## src/rtl/fisa_pkg.sv

```systemverilog
// ----------------------------------------------------------------------------
// fisa_pkg
// Request and response types, action and status codes, and the helper that
// derives the used count for the free-index stack allocator.
// ----------------------------------------------------------------------------
package fisa_pkg;

    localparam logic [1:0] ACT_ALLOC   = 2'd0;
    localparam logic [1:0] ACT_RELEASE = 2'd1;
    localparam logic [1:0] ACT_CLEAR   = 2'd2;
    localparam logic [1:0] ACT_REBUILD = 2'd3;

    localparam logic [1:0] ST_OK    = 2'd0;
    localparam logic [1:0] ST_EMPTY = 2'd1;
    localparam logic [1:0] ST_RANGE = 2'd2;

    localparam logic [10:0] POOL_RESET = 11'd1024;
    localparam logic [10:0] COUNT_MAX  = 11'h7FF;

    typedef struct packed {
        logic [1:0] action;
        logic [9:0] release_index;
    } t_req;

    typedef struct packed {
        logic [9:0]  granted_index;
        logic [1:0]  status;
        logic        list_empty;
        logic [10:0] used_count;
    } t_rsp;

    function automatic logic [10:0] used_of(input logic [10:0] size,
                                            input logic [10:0] free);
        used_of = (size > free) ? (size - free) : 11'd0;
    endfunction

endpackage

```

## src/rtl/fisa_ctrl.sv

```systemverilog
// ----------------------------------------------------------------------------
// fisa_ctrl
// Sequencer for the free-index stack: keeps the head and free count, drives
// the next-link memory for pop, push and the rebuild sweep, and registers
// the response.
// ----------------------------------------------------------------------------
module fisa_ctrl #(
    parameter int MAX_ENTRIES = 1024
) (
    input  logic                           i_clk,
    input  logic                           i_rst_n,
    input  logic                           i_start,
    output logic                           o_busy,
    input  fisa_pkg::t_req                 i_req,
    input  logic [10:0]                    i_eff_size,
    output logic                           o_valid,
    output fisa_pkg::t_rsp                 o_rsp,
    output logic                           o_mem_we,
    output logic [$clog2(MAX_ENTRIES)-1:0] o_mem_waddr,
    output logic [$clog2(MAX_ENTRIES)-1:0] o_mem_wdata_idx,
    output logic                           o_mem_wdata_none,
    output logic [$clog2(MAX_ENTRIES)-1:0] o_mem_raddr,
    input  logic [$clog2(MAX_ENTRIES)-1:0] i_mem_rdata_idx,
    input  logic                           i_mem_rdata_none
);

    localparam int IW = $clog2(MAX_ENTRIES);
    localparam logic [10:0] RST_SIZE =
        (32'(fisa_pkg::POOL_RESET) > MAX_ENTRIES) ? 11'(MAX_ENTRIES) : fisa_pkg::POOL_RESET;

    localparam logic [1:0] S_IDLE  = 2'd0;
    localparam logic [1:0] S_ALLOC = 2'd1;
    localparam logic [1:0] S_SWEEP = 2'd2;

    logic [1:0]     r_state,   n_state;
    logic [IW-1:0]  r_top,     n_top;
    logic           r_none,    n_none;
    logic [10:0]    r_free,    n_free;
    logic [IW-1:0]  r_ptr,     n_ptr;
    logic [10:0]    r_sweep_n, n_sweep_n;
    logic           r_report,  n_report;
    logic           r_valid,   n_valid;
    fisa_pkg::t_rsp r_rsp,     n_rsp;

    logic accept;
    logic sweep_last;
    logic [10:0] free_inc;
    logic [10:0] free_dec;

    assign accept     = i_start && (r_state == S_IDLE);
    assign sweep_last = (32'(r_ptr) + 32'd1) >= 32'(r_sweep_n);
    assign free_inc   = (r_free < fisa_pkg::COUNT_MAX) ? (r_free + 11'd1) : r_free;
    assign free_dec   = (r_free > 11'd0) ? (r_free - 11'd1) : r_free;

    always_comb begin
        n_state   = r_state;
        n_top     = r_top;
        n_none    = r_none;
        n_free    = r_free;
        n_ptr     = r_ptr;
        n_sweep_n = r_sweep_n;
        n_report  = r_report;
        n_valid   = 1'b0;
        n_rsp     = r_rsp;

        o_mem_we         = 1'b0;
        o_mem_waddr      = r_ptr;
        o_mem_wdata_idx  = r_top;
        o_mem_wdata_none = r_none;
        o_mem_raddr      = r_top;

        unique case (r_state)
            S_IDLE: begin
                if (accept) begin
                    n_rsp.granted_index = 10'd0;
                    n_rsp.status        = fisa_pkg::ST_OK;
                    unique case (i_req.action)
                        fisa_pkg::ACT_ALLOC: begin
                            if (r_none) begin
                                n_valid             = 1'b1;
                                n_rsp.status        = fisa_pkg::ST_EMPTY;
                                n_rsp.list_empty    = 1'b1;
                                n_rsp.used_count    = fisa_pkg::used_of(i_eff_size, r_free);
                            end else begin
                                n_state = S_ALLOC;
                            end
                        end
                        fisa_pkg::ACT_RELEASE: begin
                            n_valid = 1'b1;
                            if ({1'b0, i_req.release_index} >= i_eff_size) begin
                                n_rsp.status     = fisa_pkg::ST_RANGE;
                                n_rsp.list_empty = r_none;
                                n_rsp.used_count = fisa_pkg::used_of(i_eff_size, r_free);
                            end else begin
                                o_mem_we         = 1'b1;
                                o_mem_waddr      = IW'(i_req.release_index);
                                n_top            = IW'(i_req.release_index);
                                n_none           = 1'b0;
                                n_free           = free_inc;
                                n_rsp.list_empty = 1'b0;
                                n_rsp.used_count = fisa_pkg::used_of(i_eff_size, free_inc);
                            end
                        end
                        fisa_pkg::ACT_CLEAR: begin
                            n_valid          = 1'b1;
                            n_none           = 1'b1;
                            n_free           = 11'd0;
                            n_rsp.list_empty = 1'b1;
                            n_rsp.used_count = i_eff_size;
                        end
                        fisa_pkg::ACT_REBUILD: begin
                            n_top     = '0;
                            n_none    = (i_eff_size == 11'd0);
                            n_free    = i_eff_size;
                            n_ptr     = '0;
                            n_sweep_n = i_eff_size;
                            if (i_eff_size == 11'd0) begin
                                n_valid          = 1'b1;
                                n_rsp.list_empty = 1'b1;
                                n_rsp.used_count = 11'd0;
                            end else begin
                                n_report = 1'b1;
                                n_state  = S_SWEEP;
                            end
                        end
                        default: begin
                            n_state = S_IDLE;
                        end
                    endcase
                end
            end
            S_ALLOC: begin
                n_valid             = 1'b1;
                n_top               = i_mem_rdata_idx;
                n_none              = i_mem_rdata_none;
                n_free              = free_dec;
                n_rsp.granted_index = 10'(r_top);
                n_rsp.status        = fisa_pkg::ST_OK;
                n_rsp.list_empty    = i_mem_rdata_none;
                n_rsp.used_count    = fisa_pkg::used_of(i_eff_size, free_dec);
                n_state             = S_IDLE;
            end
            S_SWEEP: begin
                o_mem_we         = 1'b1;
                o_mem_waddr      = r_ptr;
                o_mem_wdata_idx  = sweep_last ? '0 : (r_ptr + IW'(1));
                o_mem_wdata_none = sweep_last;
                n_ptr            = r_ptr + IW'(1);
                if (sweep_last) begin
                    n_state = S_IDLE;
                    if (r_report) begin
                        n_valid             = 1'b1;
                        n_rsp.granted_index = 10'd0;
                        n_rsp.status        = fisa_pkg::ST_OK;
                        n_rsp.list_empty    = r_none;
                        n_rsp.used_count    = fisa_pkg::used_of(i_eff_size, r_free);
                    end
                    n_report = 1'b0;
                end
            end
            default: begin
                n_state = S_IDLE;
            end
        endcase
    end

    always_ff @(posedge i_clk) begin
        if (!i_rst_n) begin
            r_state   <= S_SWEEP;
            r_top     <= '0;
            r_none    <= 1'b0;
            r_free    <= RST_SIZE;
            r_ptr     <= '0;
            r_sweep_n <= RST_SIZE;
            r_report  <= 1'b0;
            r_valid   <= 1'b0;
        end else begin
            r_state   <= n_state;
            r_top     <= n_top;
            r_none    <= n_none;
            r_free    <= n_free;
            r_ptr     <= n_ptr;
            r_sweep_n <= n_sweep_n;
            r_report  <= n_report;
            r_valid   <= n_valid;
        end
        r_rsp <= n_rsp;
    end

    assign o_busy  = (r_state != S_IDLE);
    assign o_valid = r_valid;
    assign o_rsp   = r_rsp;

endmodule

```

## config.mk

```make
export PLATFORM = sky130hd
export DESIGN_NAME = fisa_ctrl
export DESIGN_NICKNAME = d
export VERILOG_FILES = /design/src/rtl/fisa_pkg.sv /design/src/rtl/fisa_ctrl.sv
export SDC_FILE = /design/constraint.sdc
export NUM_CORES = 1
export LEC_CHECK = 0
export BUFFER_PORTS_ARGS = -buffer_cell sky130_fd_sc_hd__buf_2
export CORE_MARGIN = 1.5
export CORE_UTILIZATION = 50
export DETAILED_ROUTE_END_ITERATION = 12
export GPL_TIMING_DRIVEN = 0
export HOLD_SLACK_MARGIN = 0.12
export PLACE_DENSITY = 0.71
export SLEW_MARGIN = 0
export SYNTH_ARGS = -nofsm -noshare
export SYNTH_HDL_FRONTEND = slang
export SYNTH_SLANG_ARGS = --single-unit
```

## constraint.sdc

```tcl
create_clock -name i_clk -period 11.7 [get_ports i_clk]
set_input_delay 2.34 -clock i_clk [delete_from_list [all_inputs] [get_ports i_clk]]
set_output_delay 2.34 -clock i_clk [all_outputs]
set_load 0.02 [all_outputs]
```

==> results of run 1 <==
==> metal layers <==
layer	up-vias	wire, um
met5	-	0
met4	0	783
met3	65	2600
met2	431	10200
met1	3432	10600
li1	3498	-
==> registers in the layout, indices dropped and copies added, names as in the netlist <==
name	cells
r_ptr	10
o_valid	1
o_mem_raddr	10
r_sweep_n	11
r_free	11
r_state	2
r_report	1
o_rsp	24
r_none	1
==> cell families after synthesis <==
| group | count (synthesis) | synth area share, % |
|---|---|---|
| buf+inv | 110 | 6.32 |
| simple gates | 286 | 20.4 |
| flops | 71 | 23.7 |
| mux | 15 | 2.55 |
| compound gates | 292 | 30.0 |
| xor+xnor | 42 | 5.35 |
| fa+ha+maj | 65 | 11.6 |
==> worst max-delay path by stage <==
stage | from | end | slack [ns] | cells after the start
after floorplan | i_eff_size[1] | o_mem_waddr[2] | 4.68 | 11
after global placement | i_eff_size[1] | o_mem_waddr[6] | 3.71 | 13
after detailed placement | i_eff_size[1] | o_mem_waddr[6] | 3.63 | 13
after CTS | i_eff_size[1] | o_mem_waddr[6] | 3.62 | 13
after global routing | i_eff_size[1] | o_mem_waddr[6] | 3.29 | 13
final | i_eff_size[1] | o_mem_waddr[6] | 3.49 | 13
==> final cells by class <==
type | instances | area, sq um | area share, %
plain buffers | 52 | 225 | 2.81
clock buffers | 9 | 225 | 2.81
clock inverters | 7 | 72.6 | 0.905
inverters | 58 | 218 | 2.71
multi-input cells | 700 | 4910 | 61.2
flip-flops and latches | 71 | 1660 | 20.7
well taps | 180 | 225 | 2.81
repair buffers | 95 | 482 | 6.00
==> report_power, final <==
part           leakage (nW)  switching [W]  internal (W)
registers             0.599      0.0000202      0.000307
logic                  2.64       0.000391      0.000212
clock network         0.143       0.000115      0.000165
total                  3.39       0.000527      0.000684
==> Yosys cell counts, drive strengths merged, types with 11 or more instances <==
cell | number | area, sq um
nand2 | 105 | 394
a21oi | 57 | 289
inv | 57 | 214
ha | 56 | 701
dfxtp | 47 | 941
nor2 | 45 | 169
o21ai | 43 | 215
clkbuf | 40 | 151
xnor2 | 34 | 305
nand3 | 25 | 130
a21boi | 24 | 180
edfxtp | 24 | 721
nor3 | 23 | 131
o21a | 20 | 150
and3 | 19 | 119
nor2b | 17 | 106
a221oi | 15 | 144
a22oi | 15 | 113
o211ai | 13 | 103
buf | 12 | 73.8
nand4 | 12 | 81.3
o211a | 11 | 110
==> through the flow <==
step           instances  hold slack, ns  util, %  total power, W  setup slack [ns]
4_1_cts             1172           0.465     58.2         0.00120              3.62
2_1_floorplan        881           0.443        -        0.000745              4.68
6_report            1172           0.464     58.2         0.00121              3.49
3_3_place_gp        1155           0.454     56.0        0.000913              3.71
3_5_place_dp        1156           0.457     56.1        0.000920              3.63
5_1_grt             1172           0.482     58.2         0.00127              3.29
==> critical path, cell delays in order <==
cell	delay, ns
buf_2	0.17
clkbuf_1	0.58
inv_1	0.27
ha_1	0.38
nor2b_1	0.17
o21a_1	0.12
o21ai_0	0.08
a211o_1	0.27
a211o_1	0.32
nand4_1	0.19
buf_1	0.42
mux2_2	0.39
buf_2	0.16
==> reports/metrics.csv, run 1 <==
stage,metric,value,unit
sta,fmax,122,MHz
cts,cts_max_level,3,
yosys,netlist_instances,881,
floorplanning,initial_core_util,50.9,%
yosys,synth_edf_count,24,
grt,grtUsageMet3,6.91,%
floorplanning,chipWidth,121,um
setup_path,crit_type,primary input to primary output,
finish,final_area,0.00802,sq mm
min_path,whs_endpoint,r_sweep_n[3]$_SDFFE_PN0P_,
routing,viasPerCell,6.34,
setup_path,path_max_fanout,10,
finish,antenna_cells,0,
status,outcome,finished clean,
grt,antenna_found_initial,0,
place,gp_congestion,0.994,
routing,vias,7426,
place,port_buffers,94,
sta,relSlewSlack,16.1,%
sta,period_needed,8.21,ns
cts,cts_setup_buffers,0,
min_path,holdPathStages,2,
min_path,holdCritStartpoint,r_sweep_n[3]$_SDFFE_PN0P_,
place,detailed_place_hpwl,19.0,mm
setup_path,reg2reg_slack,6.84,ns
sta,finalSetupViolations,0,
finish,drive_gt1_share,16.1,%
yosys,synthFlopType,dfxtp_1,
floorplanning,die_area,0.0147,sq mm
cts,clock_latency,0.35,ns
pwr,p_per_area,151,mW/mm^2
grt,grt_max_degree,14,
place,place_area,0.00772,sq mm
setup_path,timing.rr.start,r_free[2]$_SDFFE_PN0P_,
yosys,ys_seq_area_share,23.7,%
finish,layout_commonest_cell,nand2_1,
floorplanning,die_h,121,um
finish,layout_common_cells,"nand2_1, buf_2, inv_1",
cts,cts_resized,0,
sta,rsz0062_at_grt,false,
finish,fillers,1356,
floorplanning,num_io_pins,95,
job,cap_violations,0,
grt,overflow,0,
pwr,leakage,3.39,nW
grt,grt_util_met1,48.5,%
floorplanning,coreArea,0.0138,sq mm
grt,grt_pass1_vias,6548,
setup_path,cp.required,9.36,ns
yosys,syn_area_per_cell,7.96,sq um
yosys,syn_nets,976,
routing,routedWlPerCell,20.6,um
cts,root_buffer,clkbuf_16,
setup_path,reg2reg_depth,18,
setup_path,start_kind,primary input,
finish,nets,1082,
routing,first_pass_iters,6,
floorplanning,rows,43,
sta,finalHoldViolCount,0,
yosys,ys_types,91,
cts,tritoncts,built,
setup_path,worstPathArrival,5.87,ns
yosys,async_flop_share,0,%
sta,setup_tns,0,ns
yosys,synth_area,0.00701,sq mm
setup_path,cp-end-kind,primary output,
routing,drc,0,
yosys,ys_ff_latch,71,
pwr,ir_drop,0.0817,mV
sta,worst_pin_slew,1.26,ns
cts,cts_buffer_depth,2,
sta,slew_viol_final,0,
cts,hold_buffers,0,
grt,met2_usage,47.8,%
cts,cts_buffers,9,
routing,drtIter0Drc,1059,
grt,track_usage,33.3,%
finish,area_delta_synth_final,14.4,%
sta,fin_crit_sh,70.2,%
cts,clk_pin_slew,0.06,ns
sta,fin_skew,0.00746,ns
yosys,yosysWarnings,0,
routing,drt-total-wl,24.2,mm
grt,busiest_layer,met1,
grt,grt_pass1_wl,37.1,mm
setup_path,worstReg2RegEnd,o_rsp[10]$_DFFE_PP_,
min_path,hold_path.class,flip-flop to flip-flop,
routing,drtAntennaViolNets,0,
cts,numClockSinks,71,
Note: power is estimated with default switching activity, not from simulation.
==> run 2, diff against run 1 <==
--- a/config.mk
+++ b/config.mk
@@ -11,7 +11,7 @@
 export DETAILED_ROUTE_END_ITERATION = 12
 export GPL_TIMING_DRIVEN = 0
 export HOLD_SLACK_MARGIN = 0.12
-export PLACE_DENSITY = 0.71
+export PLACE_DENSITY = 0.74
 export SLEW_MARGIN = 0
 export SYNTH_ARGS = -nofsm -noshare
 export SYNTH_HDL_FRONTEND = slang
==> constraint.sdc (replaced) <==
create_clock -name i_clk -period 7.36 [get_ports i_clk]
set_input_delay 1.472 -clock i_clk [delete_from_list [all_inputs] [get_ports i_clk]]
set_output_delay 1.472 -clock i_clk [all_outputs]
set_load 0.02 [all_outputs]
==> run 2 against run 1 <==
Die area unchanged. Sequential power rose by 59%. Design area is essentially flat. Power grew 58%. Non-clock buffer count did not move. First-iteration DRC count decreased by 3.9%. Clock skew is essentially flat. Critical endpoint unchanged. Final cell count did not move. Worst hold slack better by 0.0017 ns. Sequential share of layout area is essentially flat. Register-to-register slack got worse by 4.3 ns.
==> reports/metrics.csv, run 2 (synthesis results as in run 1) <==
stage,metric,value,unit,change
status,outcome,finished clean,,
cts,hold_buffers,0,,unchanged
routing,drc,0,,unchanged
floorplanning,initial_core_util,50.9,%,unchanged
pwr,ir_drop,0.103,mV,+26%
routing,drt-total-wl,23.4,mm,-3.4%
routing,drtIter0Drc,1018,,-3.9%
sta,fin_crit_sh,85.6,%,
sta,rsz0062_at_grt,false,,
setup_path,worstPathArrival,4.83,ns,-1.04 ns
place,gp_congestion,0.980,,-1.5%
sta,relSlewSlack,23.1,%,+7.0 points
cts,cts_max_level,3,,unchanged
routing,routedWlPerCell,19.9,um,-3.4%
place,detailed_place_hpwl,18.4,mm,-3.1%
finish,layout_commonest_cell,nand2_1,,
cts,root_buffer,clkbuf_16,,
finish,largest_reg_flops,24,,unchanged
floorplanning,rows,43,,unchanged
grt,grt_max_degree,15,,+1
finish,fillers,1319,,-2.7%
finish,area_delta_synth_final,14.4,%,about the same
setup_path,start_kind,primary input,,
cts,clock_latency,0.34,ns,about the same
sta,fmax,159,MHz,
grt,grt_pass1_vias,6580,,+0.49%
sta,finalSetupViolations,0,,unchanged
pwr,leakage,3.39,nW,+0.15%
sta,setup_tns,0,ns,unchanged
cts,clk_pin_slew,0.06,ns,about the same
sta,worst_pin_slew,1.15,ns,-0.105 ns
cts,cts_buffer_depth,2,,unchanged
min_path,hold_path.class,flip-flop to flip-flop,,
sta,fin_skew,0.00742,ns,-0.0000428 ns
setup_path,cp-end-kind,primary output,,
floorplanning,die_area,0.0147,sq mm,unchanged
cts,cts_resized,0,,unchanged
grt,track_usage,31.6,%,-1.7 points
routing,drtAntennaViolNets,0,,unchanged
cts,cts_setup_buffers,0,,unchanged
floorplanning,die_h,121,um,unchanged
finish,drive_gt1_share,16.2,%,+0.10 points
sta,period_needed,6.30,ns,
sta,hold_ws,0.465,ns,+0.00170 ns
grt,antenna_found_initial,0,,unchanged
cts,cts_buffers,9,,unchanged
floorplanning,coreArea,0.0138,sq mm,unchanged
sta,finalHoldViolCount,0,,unchanged
setup_path,crit_type,primary input to primary output,,
floorplanning,num_io_pins,95,,unchanged
place,port_buffers,94,,unchanged
finish,layout_common_cells,"nand2_1, buf_2, inv_1",,
routing,first_pass_iters,6,,unchanged
cts,tritoncts,built,,
routing,vias,7374,,-0.70%
pwr,p_per_area,239,mW/mm^2,+58%
job,cap_violations,0,,unchanged
grt,grt_pass1_wl,35.7,mm,-3.8%
setup_path,path_max_fanout,10,,unchanged
cts,numClockSinks,71,,unchanged
floorplanning,chipWidth,121,um,unchanged
routing,viasPerCell,6.29,,-0.70%
finish,antenna_cells,0,,unchanged
finish,nets,1082,,unchanged
setup_path,cp.required,5.89,ns,-3.47 ns
sta,slew_viol_final,0,,unchanged
grt,overflow,0,,unchanged
## run 2: changes by cell type in the layout (fill, tap and decap cells not counted)
cell	previous run	this run
bufinv_16	1	0
clkbuf_16	9	10
clkinv_1	2	1
clkinv_4	2	3
clkinvlp_4	1	0
inv_6	1	2
## run 2: cell type report
class	instances	area [sq um]	share of cell area, %
timing repair buffer	95	482	6.00
tap	180	225	2.81
inverter	58	218	2.71
sequential	71	1660	20.7
buffer	52	225	2.81
clock inverter	6	48.8	0.608
clock buffer	10	250	3.12
multi-input combinational	700	4910	61.2
## run 2: power by group
part / internal, W / total [W] / switching [W]
Combinational: 0.000336 / 0.000960 / 0.000624
Sequential: 0.000488 / 0.000520 / 0.0000323
Clock: 0.000252 / 0.000438 / 0.000186
## run 2: path summary, 6_finish.rpt
check | start | slack, ns | to | depth (start not counted)
setup reg to reg | r_free[2]$_SDFFE_PN0P_ | 2.56 | o_rsp[10]$_DFFE_PP_ | 18
hold reg to reg | r_sweep_n[3]$_SDFFE_PN0P_ | 0.47 | r_sweep_n[3]$_SDFFE_PN0P_ | 2
hold / removal | r_sweep_n[3]$_SDFFE_PN0P_ | 0.47 | r_sweep_n[3]$_SDFFE_PN0P_ | 2
setup / recovery | i_eff_size[1] | 1.06 | o_mem_waddr[6] | 13
## run 2: critical path: stages
cell,delay [ns]
buf_2,0.16
clkbuf_1,0.50
inv_1,0.26
ha_1,0.37
nor2b_1,0.14
o21a_1,0.11
o21ai_0,0.07
a211o_1,0.26
a211o_1,0.34
nand4_1,0.21
buf_1,0.39
mux2_2,0.39
buf_2,0.16
## run 2: stage by stage
| stage | area, sq um | setup WS (ns) | cells | power [W] | util, % |
|---|---|---|---|---|---|
| after CTS | 8020 | 1.16 | 1172 | 0.00190 | 58.3 |
| after global routing | 8020 | 0.929 | 1172 | 0.00202 | 58.3 |
| final | 8020 | 1.06 | 1172 | 0.00192 | 58.3 |
| after detailed placement | 7720 | 1.17 | 1156 | 0.00146 | 56.1 |
| after floorplan | 7010 | 2.08 | 881 | 0.00118 | - |
| after global placement | 7710 | 1.16 | 1155 | 0.00144 | 56.0 |
## run 2: layer usage
| metal | global-route usage [%] | wire [um] | vias up |
|---|---|---|---|
| met5 | 0 | 0 | - |
| met2 | 48.1 | 10300 | 403 |
| met1 | 43.4 | 9670 | 3417 |
| met4 | 12.1 | 765 | 0 |
| li1 | - | - | 3489 |
| met3 | 6.95 | 2610 | 65 |
==> run 3, diff against run 2 <==
--- a/config.mk
+++ b/config.mk
@@ -9,6 +9,7 @@
 export CORE_MARGIN = 1.5
 export CORE_UTILIZATION = 50
 export DETAILED_ROUTE_END_ITERATION = 12
+export GPL_ROUTABILITY_DRIVEN = 0
 export GPL_TIMING_DRIVEN = 0
 export HOLD_SLACK_MARGIN = 0.12
 export PLACE_DENSITY = 0.74
==> constraint.sdc (replaced) <==
create_clock -name i_clk -period 7.36 [get_ports i_clk]
set_input_delay 1.472 -clock i_clk [delete_from_list [all_inputs] [get_ports i_clk]]
set_output_delay 1.472 -clock i_clk [all_outputs]
set_load 0.005 [all_outputs]
==> run 3 against run 2 <==
Register-to-register slack got worse by 0.05 ns. Sequential share of layout area about the same. Utilization decreased by 0.14 points. Critical path type unchanged. Largest power group unchanged.
==> reports/metrics.csv, run 3 (synthesis results as in run 1) <==
stage,metric,value,unit,change
pwr,switching_share,42.1,%,-1.8 points
sta,hold_ws,0.468,ns,+0.00250 ns
pwr,power.internal,0.00105,W,-2.1%
status,outcome,finished clean,,
setup_path,crit_path_cell_trace,"buf_2, clkbuf_1, inv_1, ha_1, nor2b_1, o21a_1, o21ai_0, a211o_1, a211o_1, nand4_1, buf_1, mux2_2, buf_2",,
setup_path,path_max_fanout,10,,unchanged
cts,cts_max_level,3,,unchanged
finish,multi_input_area,0.00491,sq mm,unchanged
min_path,hold_path.class,flip-flop to flip-flop,,
floorplanning,die_h,121,um,unchanged
job,cap_violations,0,,unchanged
sta,slew_viol_final,0,,unchanged
floorplanning,chipWidth,121,um,unchanged
place,dpl_worst_slack,1.15,ns,-0.0256 ns
routing,routedWlPerCell,19.6,um,-1.6%
pwr,total_power,0.00182,W,-5.2%
grt,track_usage,31.0,%,-0.53 points
finish,nets,1082,,unchanged
sta,finalSetupViolations,0,,unchanged
place,port_buffers,94,,unchanged
floorplanning,rows,43,,unchanged
setup_path,cp.required,5.89,ns,about the same
sta,relSlewSlack,21.0,%,-2.1 points
routing,drt-total-wl,23.0,mm,-1.6%
pwr,p_per_area,227,mW/mm^2,-5.0%
grt,grt_pass1_wl,35.3,mm,-1.3%
routing,viasPerCell,6.33,,+0.57%
routing,first_pass_iters,6,,unchanged
routing,vias,7416,,+0.57%
finish,layout_commonest_cell,nand2_1,,
routing,drtAntennaViolNets,0,,unchanged
pwr,power_frac_seq,28.6,%,+1.5 points
place,dp_cells,1156,,unchanged
cts,cts_setup_buffers,0,,unchanged
finish,area_delta_synth_final,14.1,%,
routing,drc,0,,unchanged
grt,grt_max_degree,15,,unchanged
floorplanning,initial_core_util,50.9,%,unchanged
cts,numClockSinks,71,,unchanged
cts,root_buffer,clkbuf_16,,
grt,antenna_found_initial,0,,unchanged
setup_path,start_kind,primary input,,
sta,rsz0062_at_grt,false,,
pwr,leakage,3.38,nW,-0.42%
cts,tritoncts,built,,
sta,fin_crit_sh,86.6,%,+1.0 points
pwr,p_clk_share,23.2,%,+0.4 points
cts,cts_resized,0,,unchanged
setup_path,worstPathArrival,4.90,ns,+0.07 ns
finish,layout_common_cells,"nand2_1, buf_2, inv_1",,
routing,drtIter0Drc,1120,,+10%
finish,seqCellArea,0.00166,sq mm,unchanged
floorplanning,num_io_pins,95,,unchanged
cts,clk_pin_slew,0.06,ns,about the same
cts,cts_buffer_depth,2,,unchanged
finish,antenna_cells,0,,unchanged
cts,clock_latency,0.35,ns,about the same
sta,finalHoldViolCount,0,,unchanged
setup_path,cp_slowest_stage_delay,0.51,ns,about the same
sta,fin_skew,0.0102,ns,+0.00279 ns
setup_path,cp-end-kind,primary output,,
grt,grt_pass1_vias,6552,,-0.43%
pwr,p_sw,0.000765,W,-9.1%
cts,hold_buffers,0,,unchanged
place,detailed_place_hpwl,18.1,mm,-1.4%
sta,fmax,157,MHz,-1.2%
sta,period_needed,6.37,ns,+0.0759 ns
cts,cts_buffers,9,,unchanged
sta,worst_pin_slew,1.19,ns,+0.0317 ns
setup_path,cp_slowest_cell,clkbuf_1,,
finish,layout.cells.non_filler,1172,,unchanged
pwr,ir_drop,0.100,mV,-3.0%
sta,setup_tns,0,ns,unchanged
floorplanning,die_area,0.0147,sq mm,unchanged
sta,setup_ws,0.987,ns,-0.0759 ns
grt,overflow,0,,unchanged
pwr,comb_power_share,48.2,%,-1.8 points
setup_path,crit_type,primary input to primary output,,
finish,largest_reg_flops,24,,unchanged
floorplanning,coreArea,0.0138,sq mm,unchanged
finish,fillers,1311,,-0.61%
finish,drive_gt1_share,16.1,%,-0.10 points
-- run 3: cell types whose count changed in the layout (fill, tap and decap cells not counted) --
cell	previous run	this run
clkinv_1	1	2
clkbuf_16	10	9
clkinvlp_4	0	1
clkinv_4	3	2
inv_6	2	3
clkinv_2	1	0
-- run 3: routing by layer --
| metal | routed length, um | up-vias | part of all wire [%] | GRT usage, % |
|---|---|---|---|---|
| met1 | 9770 | 3425 | 43 | 43.9 |
| met4 | 847 | 0 | 3.7 | 12.0 |
| met5 | 0 | - | 0 | 0 |
| li1 | - | 3483 | - | - |
| met3 | 2470 | 73 | 11 | 5.69 |
| met2 | 9880 | 435 | 43 | 46.7 |
-- run 3: power groups by stage --
stage          clock network, W  registers [W]  logic [W]
6_report               0.000421       0.000521   0.000877
5_1_grt                0.000441       0.000528   0.000947
4_1_cts                0.000427       0.000521   0.000854
3_5_place_dp                  0       0.000529   0.000850
3_3_place_gp                  0       0.000529   0.000834
2_1_floorplan                 0       0.000529   0.000574
-- run 3: path summary, 6_finish.rpt --
kind                                   from                         to  slack (ns)  cells after the start
setup reg to reg     r_free[2]$_SDFFE_PN0P_        o_rsp[10]$_DFFE_PP_        2.51                     18
hold / removal    r_sweep_n[1]$_SDFFE_PN0P_  r_sweep_n[1]$_SDFFE_PN0P_        0.47                      2
setup / recovery              i_eff_size[1]             o_mem_waddr[6]        0.99                     13
hold reg to reg   r_sweep_n[1]$_SDFFE_PN0P_  r_sweep_n[1]$_SDFFE_PN0P_        0.47                      2
-- run 3: cell type report --
type                    count  area share (%)
clock buffers               9            2.81
repair buffers             95            6.02
plain buffers              52            2.81
multi-input cells         700            61.4
flip-flops and latches     71            20.8
inverters                  58            2.72
clock inverters             7           0.688
well taps                 180            2.81
-- run 3: critical path: cells and delay by family --
| kind | cells | cell delay, ns |
|---|---|---|
| compound gates | 4 | 0.78 |
| mux | 1 | 0.39 |
| buf+inv | 5 | 1.50 |
| fa+ha+maj | 1 | 0.39 |
| simple gates | 2 | 0.36 |
-- run 3: through the flow --
stage,cell area [sq um],util [%]
2_1_floorplan,7010,-
3_3_place_gp,7710,56.0
3_5_place_dp,7720,56.1
4_1_cts,8010,58.1
5_1_grt,8010,58.1
6_report,8010,58.1
